--- src/rtl/core/ptpn_pkg.sv ---
// Package: word types, constants and helpers for the polyline nearest-point block
package ptpn_pkg;
  localparam int NumPoints = 7;
  localparam int NumSegs = NumPoints - 1;
  localparam int CoordW = 20;
  localparam int DistW = 21;
  localparam int TW = 17;
  localparam int LabelW = 4;
  localparam int IdxW = 3;
  localparam int SegW = 3;
  localparam logic [DistW-1:0] DistMax = '1;
  localparam logic [TW-1:0] TOne = 17'h10000;

  typedef enum logic {CMD_LOAD = 1'b0, CMD_QUERY = 1'b1} cmd_t;

  typedef struct packed {
    logic cmd;
    logic [IdxW-1:0] point_index;
    logic signed [CoordW-1:0] px;
    logic signed [CoordW-1:0] py;
    logic signed [CoordW-1:0] pz;
  } in_word_t;

  typedef struct packed {
    logic [LabelW-1:0] segment_label;
    logic [DistW-1:0] distance;
    logic signed [CoordW-1:0] near_x;
    logic signed [CoordW-1:0] near_y;
    logic signed [CoordW-1:0] near_z;
    logic [TW-1:0] seg_param;
  } out_word_t;

  typedef struct packed {
    logic start_query;
    logic seg_load;
    logic [SegW-1:0] seg;
    logic last_seg;
  } cmd_bus_t;

  typedef struct packed {
    logic seg_done;
    logic query_done;
  } status_bus_t;

  function automatic logic [LabelW-1:0] seg_label(input logic [SegW-1:0] s);
    logic [LabelW-1:0] l;
    begin
      unique case (s)
        3'd0: l = 4'd2;
        3'd1: l = 4'd3;
        3'd2: l = 4'd4;
        3'd3: l = 4'd6;
        3'd4: l = 4'd7;
        3'd5: l = 4'd9;
        default: l = 4'd0;
      endcase
      return l;
    end
  endfunction
endpackage

--- src/rtl/core/ptpn_ctrl.sv ---
// Controller: sequences segment loads and the query flow
module ptpn_ctrl (
  input  logic clk,
  input  logic rst,
  input  logic query_go,
  input  ptpn_pkg::status_bus_t status,
  output ptpn_pkg::cmd_bus_t cmd,
  output logic busy
);
  typedef enum logic [1:0] {S_IDLE, S_LOAD, S_WAIT, S_FIN} state_t;
  state_t state;
  logic [ptpn_pkg::SegW-1:0] seg;

  always_ff @(posedge clk) begin
    if (rst) begin
      state <= S_IDLE;
      seg <= '0;
      cmd <= '0;
      busy <= 1'b0;
    end else begin
      cmd.start_query <= 1'b0;
      cmd.seg_load <= 1'b0;
      unique case (state)
        S_IDLE: begin
          if (query_go) begin
            busy <= 1'b1;
            seg <= '0;
            cmd.start_query <= 1'b1;
            state <= S_LOAD;
          end
        end
        S_LOAD: begin
          cmd.seg_load <= 1'b1;
          cmd.seg <= seg;
          cmd.last_seg <= (seg == ptpn_pkg::SegW'(ptpn_pkg::NumSegs - 1));
          state <= S_WAIT;
        end
        S_WAIT: begin
          if (status.seg_done) begin
            if (seg == ptpn_pkg::SegW'(ptpn_pkg::NumSegs - 1)) begin
              state <= S_FIN;
            end else begin
              seg <= seg + 1'b1;
              state <= S_LOAD;
            end
          end
        end
        S_FIN: begin
          if (status.query_done) begin
            busy <= 1'b0;
            state <= S_IDLE;
          end
        end
        default: state <= S_IDLE;
      endcase
    end
  end
endmodule

--- config.mk ---
export PLATFORM = sky130hd
export DESIGN_NAME = ptpn_ctrl
export DESIGN_NICKNAME = d
export VERILOG_FILES = /design/src/rtl/core/ptpn_pkg.sv /design/src/rtl/core/ptpn_ctrl.sv
export SDC_FILE = /design/constraint.sdc
export NUM_CORES = 1
export LEC_CHECK = 0
export BUFFER_PORTS_ARGS = -buffer_cell sky130_fd_sc_hd__buf_4
export CORE_MARGIN = 4
export CORE_UTILIZATION = 40
export DETAILED_ROUTE_END_ITERATION = 8
export RECOVER_POWER = 25
export REMOVE_ABC_BUFFERS = 1
export SLEW_MARGIN = 20
export SYNTH_ARGS = -nofsm -noshare
export SYNTH_HDL_FRONTEND = slang
export SYNTH_SLANG_ARGS = --single-unit
--- constraint.sdc ---
create_clock -name clk -period 2.3 [get_ports clk]
set_input_delay 0.46 -clock clk [delete_from_list [all_inputs] [get_ports clk]]
set_output_delay 0.46 -clock clk [all_outputs]
set_load 0.01 [all_outputs]
==> results of run 1 <==
sequential cells by signal (all words and copies together) (netlist names):
| signal | cells |
|---|---|
| busy | 1 |
| seg | 3 |
| state | 2 |
| cmd | 6 |
synth_stat cells (all sizes together):
master,instances,area [µm²]
nand3,1,5.00
a21oi,3,15.0
nor2b,4,25.0
and2,2,12.5
dfxtp,12,240
a32oi,1,8.76
buf,1,7.51
nor4b,1,8.76
nand2,7,28.8
nand2b,1,6.26
nand3b,1,7.51
ha,2,25.0
or4,1,7.51
mux2i,4,40.0
o21ai,1,5.00
o211ai,3,22.5
clkbuf,2,17.5
a31oi,2,12.5
a211o,1,8.76
a21o,2,15.0
nor2,5,18.8
nor3,1,5.00
inv,3,11.3
cells by family (layout without fill, tap and decap cells):
group,count (synthesis),in the layout,synth area share
AO/OA/AOI/OAI,13,13,0.158
adder cells (fa/ha/maj),2,2,0.0451
buffers and inverters,6,19,0.0655
flip-flops,12,12,0.433
multiplexers,4,4,0.0722
AND/OR/NAND/NOR,24,24,0.226
report_power, final:
group          switching, mW  leakage [nW]  internal [mW]
clock network         0.0707        0.0210         0.0961
logic                 0.0249         0.166         0.0244
registers            0.00560        0.0977          0.215
total                  0.101         0.285          0.336
worst max-delay path, cell delays in order (launching register included):
cell,delay (ns)
dfxtp_1,0.37
inv_1,0.05
ha_1,0.20
and2_1,0.19
or4_1,0.47
a31oi_1,0.16
stage by stage:
| stage | setup WS, ns | area [µm²] | instances | util |
|---|---|---|---|---|
| after floorplan | 0.880 | 529 | 58 | - |
| after global placement | 0.847 | 638 | 85 | 0.490 |
| after detailed placement | 0.793 | 638 | 85 | 0.490 |
| after CTS | 0.783 | 674 | 89 | 0.518 |
| after global routing | 0.709 | 674 | 89 | 0.518 |
| final | 0.789 | 674 | 89 | 0.518 |
layout make-up:
class	instances	area (µm²)
fillers	138	627
clock buffers	4	36.3
multi-input cells	43	278
well taps	15	18.8
inverters	3	11.3
repair buffers	12	90.1
flip-flops and latches	12	240
worst max path at each step:
stage,start,to
after global placement,seg[1]$_SDFFE_PP0P_,seg[0]$_SDFFE_PP0P_
after global routing,seg[1]$_SDFFE_PP0P_,seg[0]$_SDFFE_PP0P_
after detailed placement,seg[1]$_SDFFE_PP0P_,seg[0]$_SDFFE_PP0P_
after floorplan,seg[1]$_SDFFE_PP0P_,seg[0]$_SDFFE_PP0P_
final,seg[1]$_SDFFE_PP0P_,seg[0]$_SDFFE_PP0P_
after CTS,seg[1]$_SDFFE_PP0P_,seg[0]$_SDFFE_PP0P_
layer usage:
layer | part of all wire | global-route usage
met4 | 0.012 | 0.0877
met5 | 0 | 0
met3 | 0.048 | 0.0478
met1 | 0.48 | 0.133
met2 | 0.45 | 0.147
==> flow_metrics.py, run 1 <==
metrics = {
    "clock_tree": {
        "cts_made_buffers": 3,
        "clock_path_buffers": 2,
        "cts_tree": "yes",
        "cts.sinks": 12,
        "clk_pin_slew_ns": 0.08,
        "postCtsHoldBufs": 0,
        "cts_root_buf": "clkbuf_4",
        "postCtsResizedCells": 0,
        "post_cts_buffers": 0,
        "clkLatencyLatePin_ns": 0.27,
        "cts-htree-levels": 1,
    },
    "timing": {
        "min_period_over_period": 0.657,
        "timing.slew.headroom": 0.666,
        "hold_ws_ns": 0.451,
        "period_needed_ns": 1.51,
        "tightest_slew_ns": 0.500,
        "maxSlewViolCount": 0,
        "hold_viol_final": 0,
        "rsz0062_at_grt": "false",
        "finalSetupViolCount": 0,
        "fin_tns_setup_ns": 0,
        "finClkSkew_ns": 0.00152,
        "max_freq_mhz": 662,
    },
    "global_route": {
        "grt_pass1_wl_mm": 1.55,
        "grt_max_degree": 14,
        "antenna_found_initial": 0,
        "gr-total-overflow": 0,
        "first_global_vias": 362,
        "grtUsageTotal": 0.109,
    },
    "min_path": {
        "hold_path.class": "in -> reg",
        "min_delay_path_depth": 2,
        "min_from": "rst",
        "hold_end": "state[1]$_SDFFE_PP0P_",
    },
    "yosys": {
        "avgSynthCellArea_um2": 9.09,
        "synthesis.area_um2": 554,
        "synth.ff_latch_count": 12,
        "ys_seq_area_frac": 0.433,
        "synth.distinct_cells": 25,
        "yosys_warnings": 0,
        "synth_cells": 61,
    },
    "worst_setup_path": {
        "crit_path_max_fanout": 4,
        "reg2regPathDepth": 5,
        "r2r-start": "seg[1]$_SDFFE_PP0P_",
        "r2r-end": "seg[0]$_SDFFE_PP0P_",
        "crit_path_start_kind": "register",
        "reg2reg_slack_ns": 0.79,
        "arrival_ns": 1.71,
        "worst_setup_path_end_kind": "register",
        "path_class": "reg -> reg",
        "worstPathRequired_ns": 2.50,
    },
    "drt": {
        "vias_per_cell": 5.06,
        "drtIter0Drc": 4,
        "drt_wl_total_um": 964,
        "first_pass_iters": 4,
        "wl_per_cell_um": 10.8,
        "vias": 450,
        "ant_nets": 0,
        "drc": 0,
    },
    "layout": {
        "drive_gt1_frac": 0.230,
        "area_growth_pct": 21.7,
        "layout_common_cells": "dfxtp_1 (12), buf_4 (12), nand2_1 (6), nor2_1 (5)",
        "final_nets": 82,
        "diodes": 0,
    },
    "job": {
        "maxCapViolations": 0,
    },
    "placement": {
        "portBuffers": 11,
        "place_congestion": 0.767,
        "dp_hpwl_um": 704,
    },
    "power": {
        "p_per_area_nw_per_um2": 648,
        "vdd.ir_drop.worst_mv": 0.239,
        "p_total_mw": 0.437,
        "leakage_nw": 0.285,
    },
    "floorplan": {
        "fp.dieW_um": 45.2,
        "die_y_um": 45.2,
        "dieArea_um2": 2050,
        "start_util": 0.426,
        "core-area_um2": 1300,
        "row_count": 13,
        "pin_count": 12,
    },
    "outcome": {
        "status": "completed",
    },
}
Power figures use the tool's default switching activity.
==> run 2: changes to the inputs <==
==> constraint.sdc (replaced) <==
create_clock -name clk -period 1.3 [get_ports clk]
set_input_delay 0.26 -clock clk [delete_from_list [all_inputs] [get_ports clk]]
set_output_delay 0.26 -clock clk [all_outputs]
set_load 0.01 [all_outputs]
==> run 2 against run 1 <==
- setup slack got worse by 0.74 ns
- sequential cell count did not move
- sequential share of layout area fell by 1.9 points
- sequential power rose by 77%
- first-iteration DRC count rose by 50%
- combinational power rose by 98%
- total power rose by 63%
- wire length rose by 20%
- clock skew rose by 0.0010 ns
- largest cell class unchanged
==> flow_metrics.py, run 2 (synthesized netlist as in run 1, its figures left out) <==
metrics = {
    "worst_setup_path": {
        "r2r-end": "seg[0]$_SDFFE_PP0P_",
        "worst_setup_path_end_kind": "register",
        "r2r-start": "seg[1]$_SDFFE_PP0P_",
        "path_class": "reg -> reg",
        "reg2regPathDepth": 5,
        "crit_start": "seg[1]$_SDFFE_PP0P_",
        "crit_path_start_kind": "register",
        "worstPathRequired_ns": 1.49,
        "crit_path_max_fanout": 2,
        "reg2reg_slack_ns": 0.05,
        "arrival_ns": 1.44,
    },
    "outcome": {
        "status": "completed",
    },
    "global_route": {
        "first_global_vias": 455,
        "grt_pass1_wl_mm": 1.93,
        "gr-total-overflow": 0,
        "grtUsageTotal": 0.131,
        "antenna_found_initial": 0,
        "grt_max_degree": 14,
    },
    "timing": {
        "fin_tns_setup_ns": 0,
        "timing.slew.headroom": 0.792,
        "tightest_slew_ns": 0.308,
        "hold_viol_final": 0,
        "finClkSkew_ns": 0.00257,
        "max_freq_mhz": 801,
        "fin_ws_ns": 0.0513,
        "min_period_over_period": 0.961,
        "period_needed_ns": 1.25,
        "maxSlewViolCount": 0,
        "hold_ws_ns": 0.255,
        "finalSetupViolCount": 0,
    },
    "power": {
        "p_per_area_nw_per_um2": 992,
        "vdd.ir_drop.worst_mv": 0.557,
        "intPower_mw": 0.538,
        "power.switching_mw": 0.172,
        "seqPwrFrac": 0.550,
        "pwr-share-comb": 0.138,
        "swShare": 0.243,
        "leakage_nw": 0.308,
        "clkPwrFrac": 0.312,
    },
    "layout": {
        "area_growth_pct": 29.1,
        "final_nets": 90,
        "drive_gt1_frac": 0.309,
        "final_common_cell": "buf_4",
        "fillers": 136,
        "largest_reg_flops": 6,
        "reg_top3": "cmd: 6 flops, seg: 3 flops, state: 2 flops",
        "top_register": "cmd",
        "layout_common_cells": "buf_4 (17), dfxtp_1 (11), nand2_1 (6), nor2_1 (5)",
        "final_core_util": 0.550,
        "final_cells": 96,
        "diodes": 0,
    },
    "job": {
        "maxCapViolations": 0,
    },
    "drt": {
        "vias_per_cell": 5.15,
        "ant_nets": 0,
        "first_pass_iters": 4,
        "drt_wl_total_mm": 1.16,
        "drc": 0,
        "drtIter0Drc": 6,
        "wl_per_cell_um": 12.1,
        "vias": 494,
    },
    "min_path": {
        "min_from": "rst",
        "min_delay_path_depth": 2,
        "hold_end": "state[1]$_SDFFE_PP0P_",
        "hold_path.class": "in -> reg",
    },
    "clock_tree": {
        "cts_root_buf": "clkbuf_4",
        "cts_tree": "yes",
        "postCtsHoldBufs": 0,
        "cts_made_buffers": 3,
        "clk_pin_slew_ns": 0.07,
        "cts-htree-levels": 1,
        "cts.sinks": 12,
        "clock_path_buffers": 2,
        "clkLatencyLatePin_ns": 0.27,
    },
    "floorplan": {
        "dieArea_um2": 2050,
        "start_util": 0.426,
        "core-area_um2": 1300,
        "row_count": 13,
        "pin_count": 12,
        "die_y_um": 45.2,
        "fp.dieW_um": 45.2,
    },
    "placement": {
        "place_inst": 93,
        "dp_hpwl_um": 841,
        "place_congestion": 0.794,
        "portBuffers": 11,
        "post-place-ws_ns": -0.103,
    },
}
[run 2: layout make-up]
class | instances | area, µm² | share of cell area
inverters | 3 | 11.3 | 0.0157
clock buffers | 3 | 22.5 | 0.0315
repair buffers | 20 | 139 | 0.194
flip-flops and latches | 12 | 241 | 0.337
multi-input cells | 43 | 283 | 0.395
well taps | 15 | 18.8 | 0.0262
[run 2: worst max-delay path by stage]
stage	slack, ns	end
5_1_grt	-0.001	seg[0]$_SDFFE_PP0P_
3_5_place_dp	-0.10	seg[0]$_SDFFE_PP0P_
3_3_place_gp	-0.05	seg[0]$_SDFFE_PP0P_
6_report	0.05	seg[0]$_SDFFE_PP0P_
4_1_cts	0.01	seg[0]$_SDFFE_PP0P_
2_1_floorplan	-0.12	seg[0]$_SDFFE_PP0P_
[run 2: timing repair]
item | CTS | global route
pin swaps | 3 | 2
setup buffers | 1 | 0
endpoints found under the setup margin | 1 | 2
resized for setup | 2 | 2
[run 2: routing by layer]
layer	GRT usage	part of all wire	up-vias
li1	-	-	253
met1	0.157	0.48	232
met2	0.203	0.47	7
met3	0.0239	0.041	2
met4	0.105	0.010	0
met5	0	0	-
[run 2: worst max-delay path, cell delays in order, from the launching register on]
cell     delay [ns]
dfxtp_2        0.33
inv_2          0.03
ha_2           0.16
and2_4         0.13
or4_1          0.39
a31oi_1        0.14
[run 2: power groups by stage]
stage	clock [mW]	sequential (mW)	combinational, mW
after detailed placement	0	0.399	0.101
after CTS	0.234	0.390	0.101
after global routing	0.245	0.393	0.109
after global placement	0	0.399	0.101
final	0.222	0.391	0.0977
after floorplan	0	0.407	0.0400
[run 2: stage by stage]
stage / instance area, µm² / power (mW)
finish: 716 / 0.710
global route: 716 / 0.746
CTS: 732 / 0.726
detailed placement: 698 / 0.500
global placement: 698 / 0.499
floorplan: 529 / 0.447
